## config.mk

```make
export PLATFORM = sky130hd
export DESIGN_NAME = lssc_ram
export DESIGN_NICKNAME = d
export VERILOG_FILES = /design/src/hdl/line_segment_strip_chainer_core_defines.svh /design/src/hdl/lssc_ram.sv
export SDC_FILE = /design/constraint.sdc
export NUM_CORES = 2
export LEC_CHECK = 0
export BUFFER_PORTS_ARGS = -buffer_cell sky130_fd_sc_hd__clkbuf_2
export CAP_MARGIN = 0
export CORE_AREA = 2 2 401 403
export DETAILED_ROUTE_END_ITERATION = 16
export DIE_AREA = 0 0 403 405
export GPL_ROUTABILITY_DRIVEN = 0
export MAX_ROUTING_LAYER = met4
export PLACE_DENSITY = 0.63
export REMOVE_ABC_BUFFERS = 1
export SLEW_MARGIN = 25
export SYNTH_ARGS = -nofsm -noshare
export SYNTH_HDL_FRONTEND = slang
export SYNTH_SLANG_ARGS = --single-unit
```

## constraint.sdc

```tcl
create_clock -name clk -period 5.25 [get_ports clk]
set_input_delay 0.7875 -clock clk [delete_from_list [all_inputs] [get_ports clk]]
set_output_delay 0.7875 -clock clk [all_outputs]
set_load 0.02 [all_outputs]
```

## src/hdl/line_segment_strip_chainer_core_defines.svh

```systemverilog
// Assertion macros for the line segment strip chainer.
// No dependencies; included by the modules that carry assertions.
`ifndef LINE_SEGMENT_STRIP_CHAINER_CORE_DEFINES_SVH
`define LINE_SEGMENT_STRIP_CHAINER_CORE_DEFINES_SVH

// Same-cycle implication, disabled during reset.
`define LSSC_ASSERT_IMP(lbl, clk, rst_n, ante, cons, msg) \
	lbl: assert property (@(posedge clk) disable iff (!rst_n) (ante) |-> (cons)) \
		else $error(msg);

// Next-cycle implication, disabled during reset.
`define LSSC_ASSERT_NXT(lbl, clk, rst_n, ante, cons, msg) \
	lbl: assert property (@(posedge clk) disable iff (!rst_n) (ante) |=> (cons)) \
		else $error(msg);

`endif

```

## src/hdl/lssc_ram.sv

```systemverilog
// Generic single-write, single-read synchronous RAM with registered read data.
// No dependencies.
module lssc_ram #(
	parameter int unsigned WIDTH = 64,
	parameter int unsigned DEPTH = 32,
	localparam int unsigned AW   = (DEPTH > 1) ? $clog2(DEPTH) : 1
) (
	input  logic             clk,
	input  logic             we,
	input  logic [AW-1:0]    waddr,
	input  logic [WIDTH-1:0] wdata,
	input  logic [AW-1:0]    raddr,
	output logic [WIDTH-1:0] rdata
);

	logic [WIDTH-1:0] mem [DEPTH];

	always_ff @(posedge clk) begin
		if (we)
			mem[waddr] <= wdata;
		rdata <= mem[raddr];
	end

endmodule

```

==> flow_summary_export.csv <==
group,metric,value,unit
power,ir_worst_vdd,410,uV
final_layout,final_cell_mix,"edfxtp_1, mux4_2, clkbuf_16",
synthesis,ys_warn_count,0,
die,die_area,0.163,mm2
global_routing,grt_pass1_vias,36500,
detailed_routing,detail_route.drc_violations,0,
synthesis,synth_top_family_by_area,"multiplexers",
detailed_routing,detail_route.vias_per_cell,6.26,
global_routing,grt_usage,24.2,%
synthesis,synth_top_area_share,77.9,%
placed_design,port_buffers,139,
final_layout,num-fill-cells,11300,
synthesis,synth_seq_cells,2112,
job,drv_cap,0,
detailed_routing,avgRoutedWirePerCell,33.3,um
worst_setup_path,r2r_setup_slack,3.37,ns
final_layout,syn_to_final_growth,14.0,%
synthesis,synth_compound_area_share,0.466,%
final_layout,nets,3473,
synthesis,synth_adder_area_share,0,%
power,leakage,28.2,nW
synthesis,synth_edf_count,2048,
clock_network,htreeDepth,4,
synthesis,synth_area,0.0790,mm2
placed_design,hpwl,96200,um
timing,tightest_slew,1.06,ns
timing,finalHoldViolCount,0,
final_layout,multiInputGateArea,0.0157,mm2
global_routing,grt_max_degree,79,
synthesis,synth-seq-area-share,79.5,%
clock_network,postCtsResizedCells,0,
synthesis,ys_types,31,
timing,final.setup.tns,0,ns
worst_setup_path,end_kind,"flip-flop",
synthesis,yosys.area_share.simple,0.379,%
clock_network,cts_max_path_buffers,3,
detailed_routing,ant_nets,0,
timing,period_share,49.8,%
timing,maxSlewViolCount,0,
timing,fin_crit,2.62,ns
clock_network,clk_latency,0.85,ns
detailed_routing,vias,35400,
timing,setup_viol,0,
clock_network,clk_pin_slew,0.06,ns
worst_setup_path,cp_data_required_time,5.77,ns
synthesis,netlist_instances,3097,
power,powerDensity,391,mW/mm2
run_status,status,"finished clean",
final_layout,drive_gt1_share,35.5,%
die,core,0.159,mm2
worst_setup_path,crit_type,"in -> reg",
worst_setup_path,crit_path_start_kind,"primary input",
synthesis,synthArstFlopShare,0,%
timing,maxSlewHeadroom,29.0,%
synthesis,synth_mux_area_share,18.7,%
global_routing,antenna_found_initial,15,
clock_network,clock-root-buffer,"clkbuf_16",
global_routing,grt_pass1_wl,268000,um
final_layout,stdcell_count,5662,
detailed_routing,wl,189000,um
synthesis,synth_area_leader_cell,"edfxtp_1",
placed_design,dp.cells,5279,
die,die_h,405,um
timing,clock-skew-final,0.0587,ns
synthesis,syn_avg_cell_area,25.5,um2
synthesis,yosys-top-cells-area,"edfxtp_1, mux4_2, dfxtp_1, mux2_2, mux2i_1",
clock_network,cts_hold_buf,0,
synthesis,synth_ff_type,"edfxtp_1",
clock_network,post_cts_buffers,0,
detailed_routing,drt-pass1-iter-count,5,
detailed_routing,drt-initial-drc-count,4303,
worst_setup_path,cp_data_arrival_time,3.14,ns
timing,fmax,382,MHz
worst_hold_path,hold_class,"in -> reg",
timing,hold_slack,0.476,ns
die,ios,140,
die,initial_core_util,49.6,%
final_layout,final_common_cell,"edfxtp_1",
final_layout,regArea,0.0628,mm2
synthesis,synth_xor_area_share,0,%
die,die_w,403,um
timing,rsz0062_at_grt,"no",
clock_network,numCtsBuffers,201,
clock_network,clock-sinks,2112,
global_routing,grt_overflow,0,
worst_setup_path,path_max_fanout,17,
die,rows,147,
clock_network,cts_tree,"yes",
-- worst max-delay path, cell delays in order --
cell	delay (ns)
clkbuf_2	0.12
nand3b_1	0.72
nor2_4	1.10
buf_4	0.39
-- Yosys cell counts (all sizes together) (4+ instances only) --
master	instances
mux2	74
nand3b	5
edfxtp	2048
mux2i	38
clkbuf	55
dfxtp	64
buf	101
o22ai	10
and2	4
nor2	41
mux4	602
nor2b	4
a221oi	12
o21ai	9
-- flip-flops by register name, summed over array words and instances (netlist names) --
| signal | count |
|---|---|
| mem | 2048 |
| rdata | 64 |
-- where the power goes --
part           switching, W  internal [W]
Clock               0.00631       0.00836
Combinational      0.000963      0.000713
Sequential        0.0000972        0.0187
-- worst paths after layout --
path | startpoint | end | depth (start not counted)
max | waddr[0] | mem[18][33] | 4
min | raddr[1] | rdata[12] | 2
max reg2reg | mem[19][54] | rdata[54] | 3
min reg2reg | mem[4][34] | rdata[34] | 3
-- metal layers --
layer / up-vias / global-route usage (%) / wire length (um)
met2: 1589 / 37.5 / 93300
met1: 19400 / 33.2 / 75900
met3: 305 / 4.75 / 14700
li1: 14100 / - / -
met5: - / - / 0
met4: 0 / 6.77 / 4680
-- through the flow --
step | setup slack [ns] | util [%] | instance area (um2) | power, W
2_1_floorplan | 0.715 | - | 78200 | 0.0200
3_3_place_gp | 1.77 | 52.2 | 83200 | 0.0209
3_5_place_dp | 1.79 | 52.2 | 83200 | 0.0209
4_1_cts | 2.67 | 56.5 | 90000 | 0.0355
5_1_grt | 2.56 | 56.5 | 90000 | 0.0362
6_report | 2.63 | 56.5 | 90000 | 0.0352
-- cell type report --
| cell class | instances | share of cell area (%) |
|---|---|---|
| clock buffer | 252 | 5.92 |
| tap | 2086 | 2.90 |
| inverter | 1 | 0.00417 |
| antenna | 11 | 0.0306 |
| clock inverter | 119 | 1.62 |
| multi-input combinational | 828 | 17.4 |
| sequential | 2112 | 69.7 |
| timing repair buffer | 253 | 2.38 |
-- logic make-up after synthesis --
family	count (synthesis)
flip-flops	2112
AO/OA/AOI/OAI	50
AND/OR/NAND/NOR	64
buffers and inverters	157
multiplexers	714
(Power assumes the default switching activity.)
