==> src/hdl/line_segment_strip_chainer_core_defines.svh <==
// Assertion macros for the line segment strip chainer.
// No dependencies; included by the modules that carry assertions.
`ifndef LINE_SEGMENT_STRIP_CHAINER_CORE_DEFINES_SVH
`define LINE_SEGMENT_STRIP_CHAINER_CORE_DEFINES_SVH

// Same-cycle implication, disabled during reset.
`define LSSC_ASSERT_IMP(lbl, clk, rst_n, ante, cons, msg) \
	lbl: assert property (@(posedge clk) disable iff (!rst_n) (ante) |-> (cons)) \
		else $error(msg);

// Next-cycle implication, disabled during reset.
`define LSSC_ASSERT_NXT(lbl, clk, rst_n, ante, cons, msg) \
	lbl: assert property (@(posedge clk) disable iff (!rst_n) (ante) |=> (cons)) \
		else $error(msg);

`endif

==> src/hdl/lssc_pkg.sv <==
// Shared constants, types and helper functions for the strip chainer.
// No dependencies.
package lssc_pkg;

	localparam int unsigned LSSC_MAX_SEGMENTS_DEF = 32;
	localparam int unsigned LSSC_MAX_WORDS_DEF    = 4;
	localparam int unsigned WORD_W                = 16;
	localparam int unsigned PORT_WORDS            = 4;
	localparam int unsigned CFG_W                 = 3;
	localparam int unsigned TOTAL_W               = 6;

	typedef logic [PORT_WORDS-1:0][WORD_W-1:0] vertex_t;

	typedef struct packed {
		logic                 push;
		logic                 first;
		vertex_t              vtx;
		logic                 close;
		logic                 finish;
		logic [TOTAL_W-1:0]   total;
	} emit_cmd_t;

	function automatic logic [CFG_W-1:0] word_total(input logic [CFG_W-1:0] oc,
		input int unsigned maxw);
		logic [CFG_W-1:0] k;
		k = oc;
		if (oc == '0)
			k = CFG_W'(1);
		else if (oc > CFG_W'(maxw))
			k = CFG_W'(maxw);
		return k;
	endfunction

	function automatic vertex_t mask_words(input vertex_t v, input logic [CFG_W-1:0] k);
		vertex_t r;
		r = v;
		for (int w = 0; w < PORT_WORDS; w++) begin
			if (CFG_W'(w) >= k)
				r[w] = '0;
		end
		return r;
	endfunction

endpackage

==> src/hdl/lssc_emit.sv <==
// Result stage: holds one pending vertex until its strip and set marks are known.
// Depends on lssc_pkg.
module lssc_emit
	import lssc_pkg::*;
(
	input  logic                clk,
	input  logic                arst_n,
	input  emit_cmd_t           cmd,
	output logic                result_strobe,
	output logic [WORD_W-1:0]   out_idx0,
	output logic [WORD_W-1:0]   out_idx1,
	output logic [WORD_W-1:0]   out_idx2,
	output logic [WORD_W-1:0]   out_idx3,
	output logic                strip_first,
	output logic                strip_last,
	output logic                all_done,
	output logic [TOTAL_W-1:0]  strip_total
);

	logic               pend_v_q;
	logic               pend_first_q;
	logic               pend_last_q;
	vertex_t            pend_vtx_q;
	logic               strobe_q;
	vertex_t            vtx_q;
	logic               first_q;
	logic               last_q;
	logic               done_q;
	logic [TOTAL_W-1:0] total_q;
	logic               fire;

	assign fire = pend_v_q && (cmd.push || cmd.finish);

	always_ff @(posedge clk or negedge arst_n) begin
		if (!arst_n) begin
			pend_v_q    <= 1'b0;
			pend_last_q <= 1'b0;
			strobe_q    <= 1'b0;
		end else begin
			strobe_q <= fire;
			if (cmd.push) begin
				pend_v_q    <= 1'b1;
				pend_last_q <= 1'b0;
			end else if (cmd.finish) begin
				pend_v_q    <= 1'b0;
				pend_last_q <= 1'b0;
			end else if (cmd.close) begin
				pend_last_q <= 1'b1;
			end
		end
	end

	always_ff @(posedge clk) begin
		if (cmd.push) begin
			pend_vtx_q   <= cmd.vtx;
			pend_first_q <= cmd.first;
		end
		if (fire) begin
			vtx_q   <= pend_vtx_q;
			first_q <= pend_first_q;
			last_q  <= pend_last_q || cmd.finish;
			done_q  <= cmd.finish;
			total_q <= cmd.finish ? cmd.total : '0;
		end
	end

	assign result_strobe = strobe_q;
	assign out_idx0      = vtx_q[0];
	assign out_idx1      = vtx_q[1];
	assign out_idx2      = vtx_q[2];
	assign out_idx3      = vtx_q[3];
	assign strip_first   = first_q;
	assign strip_last    = last_q;
	assign all_done      = done_q;
	assign strip_total   = total_q;

endmodule

==> config.mk <==
export PLATFORM = sky130hd
export DESIGN_NAME = lssc_emit
export DESIGN_NICKNAME = d
export VERILOG_FILES = /design/src/hdl/line_segment_strip_chainer_core_defines.svh /design/src/hdl/lssc_pkg.sv /design/src/hdl/lssc_emit.sv
export SDC_FILE = /design/constraint.sdc
export NUM_CORES = 1
export LEC_CHECK = 0
export BUFFER_PORTS_ARGS = -buffer_cell sky130_fd_sc_hd__buf_2
export CORE_MARGIN = 5
export CORE_UTILIZATION = 51
export CTS_BUF_LIST = sky130_fd_sc_hd__clkbuf_2 sky130_fd_sc_hd__clkbuf_4 sky130_fd_sc_hd__clkbuf_8
export CTS_CLUSTER_DIAMETER = 100
export CTS_CLUSTER_SIZE = 8
export DETAILED_ROUTE_END_ITERATION = 7
export PLACE_DENSITY = 0.82
export SLEW_MARGIN = 20
export SYNTH_ARGS = -nofsm -noshare
export SYNTH_HDL_FRONTEND = slang
export SYNTH_SLANG_ARGS = --single-unit
==> constraint.sdc <==
create_clock -name clk -period 3.02 [get_ports clk]
set_input_delay 0.755 -clock clk [delete_from_list [all_inputs] [get_ports clk]]
set_output_delay 0.755 -clock clk [all_outputs]
set_load 0.05 [all_outputs]
==> flow_summary_export.csv <==
group,metric,value,unit
clock_network,tritoncts,"built",
worst_setup_path,critPathMaxFanout,1,
worst_setup_path,cp_num_buf_inv,1,
die,die_w,101.8,um
sta,finalCritPeriodShare,59.51,%
clock_network,post-cts-setup-buffer-count,0,
sta,slew_headroom,45.92,%
global_route,grt_use_total,15.27,%
worst_setup_path,cp.arrival,1040,ps
worst_setup_path,critPathLaunchType,"flip-flop",
synth,syn_area_per_cell,28.09,um^2
sta,tightest_slew,811.2,ps
synth,yosysWarnings,0,
synth,seq_area_frac_synth,98.17,%
die,fp-row-count,33,
clock_network,clock_sinks,141,
cells_and_area,area.growth.synth_to_final,30.36,%
worst_setup_path,critPathLaunch,"out_idx0[12]",
job,cap_violations,0,
clock_network,holdBufCountCts,0,
drt,drtIter0Drc,113,
cells_and_area,fin_nets,400,
die,core,8217,um^2
sta,setup_violations,0,
worst_setup_path,cp_num_cells,1,
power_and_ir_drop,power_density,766.7,nW/um^2
placement,post_dp_cell_area,5218,um^2
worst_setup_path,critPathCapture,"out_idx0[12]",
worst_setup_path,max_stage_delay,400,ps
worst_setup_path,worstSetupPathType,"reg -> out",
worst_setup_path,crit_path_cell_trace,"buf_2",
drt,num_vias,2054,
hold_path,holdCritPathClass,"in -> async",
global_route,antenna_found_initial,0,
placement,placed_cells,410,
clock_network,cts_made_buffers,17,
worst_setup_path,rr_endpoint,"out_idx1[1]",
sta,fin_crit,1797,ps
cells_and_area,fin_area,5603,um^2
cells_and_area,antennaDiodeCount,0,
drt,routed_wl,7.376,mm
synth,ys_seq_elements,141,
cells_and_area,layout.cells.non_filler,442,
synth,synthDistinctLibCells,9,
power_and_ir_drop,peakVddDrop,0.4711,mV
die,start_util,52.31,%
placement,routabilityCongestion,0.7423,
worst_setup_path,critPathRequiredTime,2260,ps
global_route,grt_first_pass_wirelength,11.09,mm
run_status,status,"completed",
clock_network,root_buffer,"clkbuf_8",
drt,antenna_left,0,
sta,hold_viol,0,
placement,dpl.hpwl,5.171,mm
sta,clock-skew-final,7.123,ps
sta,rsz0062_at_grt,"no",
drt,viasPerCell,4.647,
worst_setup_path,r2r_slack,1650,ps
sta,fin_setup_tns,0,ps
drt,first_pass_iters,4,
drt,drt-wirelength-per-cell,16.69,um
worst_setup_path,r2r_cells,2,
clock_network,cts_resized,0,
cells_and_area,drive_gt1_share,56.38,%
global_route,grt_max_degree,68,
die,die-height,101.8,um
global_route,grt_overflow_total,0,
synth,synth_fp_nets,229,
synth,synthCells,153,
die,io_pins,150,
worst_setup_path,cp-end-kind,"output port",
sta,setup_ws,1223,ps
clock_network,insertion_delay,410,ps
power_and_ir_drop,p_leak,0.002224,uW
clock_network,clkSlewWorstSetupHoldPaths,80,ps
clock_network,htreeDepth,4,
global_route,grt_pass1_vias,2173,
clock_network,clockBufferDepth,2,
worst_setup_path,slowest_stage,"edfxtp_1",
worst_setup_path,cp_top_family,"flip-flops",
die,die_area,10360,um^2
sta,drv_slew,0,
sta,fmax,556.4,MHz
placement,numPortBuffers,149,
placement,place_worst_setup_slack,1053,ps
synth,synth.cell_area,4298,um^2
drt,post-route-drc-count,0,
worst_setup_path,r2r_start,"pend_v_q",
[final cells by class]
cell class              instances  area [um^2]
clock buffers                  18        241.5
clock inverters                14        143.9
fillers                       516         2614
inverters                       1        3.754
multi-input cells              11        82.58
flip-flops and latches        141         4219
well taps                     105        131.4
repair buffers                152        780.7
[cell usage in the layout, fill, tap and decap left out, drive strengths merged]
cell	count
and2	6
dfrtp	3
nor3	1
inv	4
nor2	1
clkinvlp	3
edfxtp	138
clkinv	6
bufinv	2
or2	1
o21a	1
a21o	1
clkbuf	18
buf	152
[per-layer routing]
layer  vias up  track usage [%]  share of wire, %
met4         0            8.180               2.2
met1       950            18.95                38
met2       128            23.09                49
li1        958                -                 -
met3        18            6.267                11
met5         -                0                 0
[worst min path at each step]
stage / start / endpoint / cells after the start
finish: arst_n / result_strobe / 1
global route: arst_n / result_strobe / 1
CTS: arst_n / result_strobe / 1
detailed placement: pend_vtx_q[15] / out_idx0[15] / 0
global placement: pend_vtx_q[6] / out_idx0[6] / 0
floorplan: pend_vtx_q[0] / out_idx0[0] / 0
[flip-flops by register name, indices dropped and copies added, names as in the netlist]
register       cells
pend_vtx_q        64
out_idx0          16
out_idx1          16
out_idx2          16
out_idx3          16
strip_total        6
all_done           1
pend_first_q       1
pend_last_q        1
pend_v_q           1
result_strobe      1
strip_first        1
strip_last         1
[stage by stage]
step / power, uW / utilization (%) / hold slack [ps]
6_report: 4296 / 68.19 / 121.6
3_5_place_dp: 2919 / 63.50 / 404.5
3_3_place_gp: 2905 / 63.50 / 400.5
2_1_floorplan: 2744 / - / 400.3
5_1_grt: 4469 / 68.19 / 85.68
4_1_cts: 4339 / 68.19 / 93.19
[cells by family after synthesis]
kind of cell / count (synthesis) / share of synthesized area [%]
buffers and inverters: 1 / 0.08725
flip-flops: 141 / 98.17
AND/OR/NAND/NOR: 9 / 1.397
AO/OA/AOI/OAI: 2 / 0.3495
[synthesized netlist by cell type]
| master | n | area share, % |
|---|---|---|
| nor2_1 | 1 | 0.087 |
| or2_1 | 1 | 0.15 |
| and2_2 | 6 | 1.0 |
| o21a_1 | 1 | 0.17 |
| dfrtp_1 | 3 | 1.7 |
| a21o_1 | 1 | 0.17 |
| inv_2 | 1 | 0.087 |
| edfxtp_1 | 138 | 96 |
| nor3_1 | 1 | 0.12 |
[report_power, final]
group	switching (uW)	internal, uW	total [uW]
Clock	682	743	1430
Sequential	42.0	2340	2380
Combinational	391	100	491
Note: power is estimated with default switching activity, not from simulation.
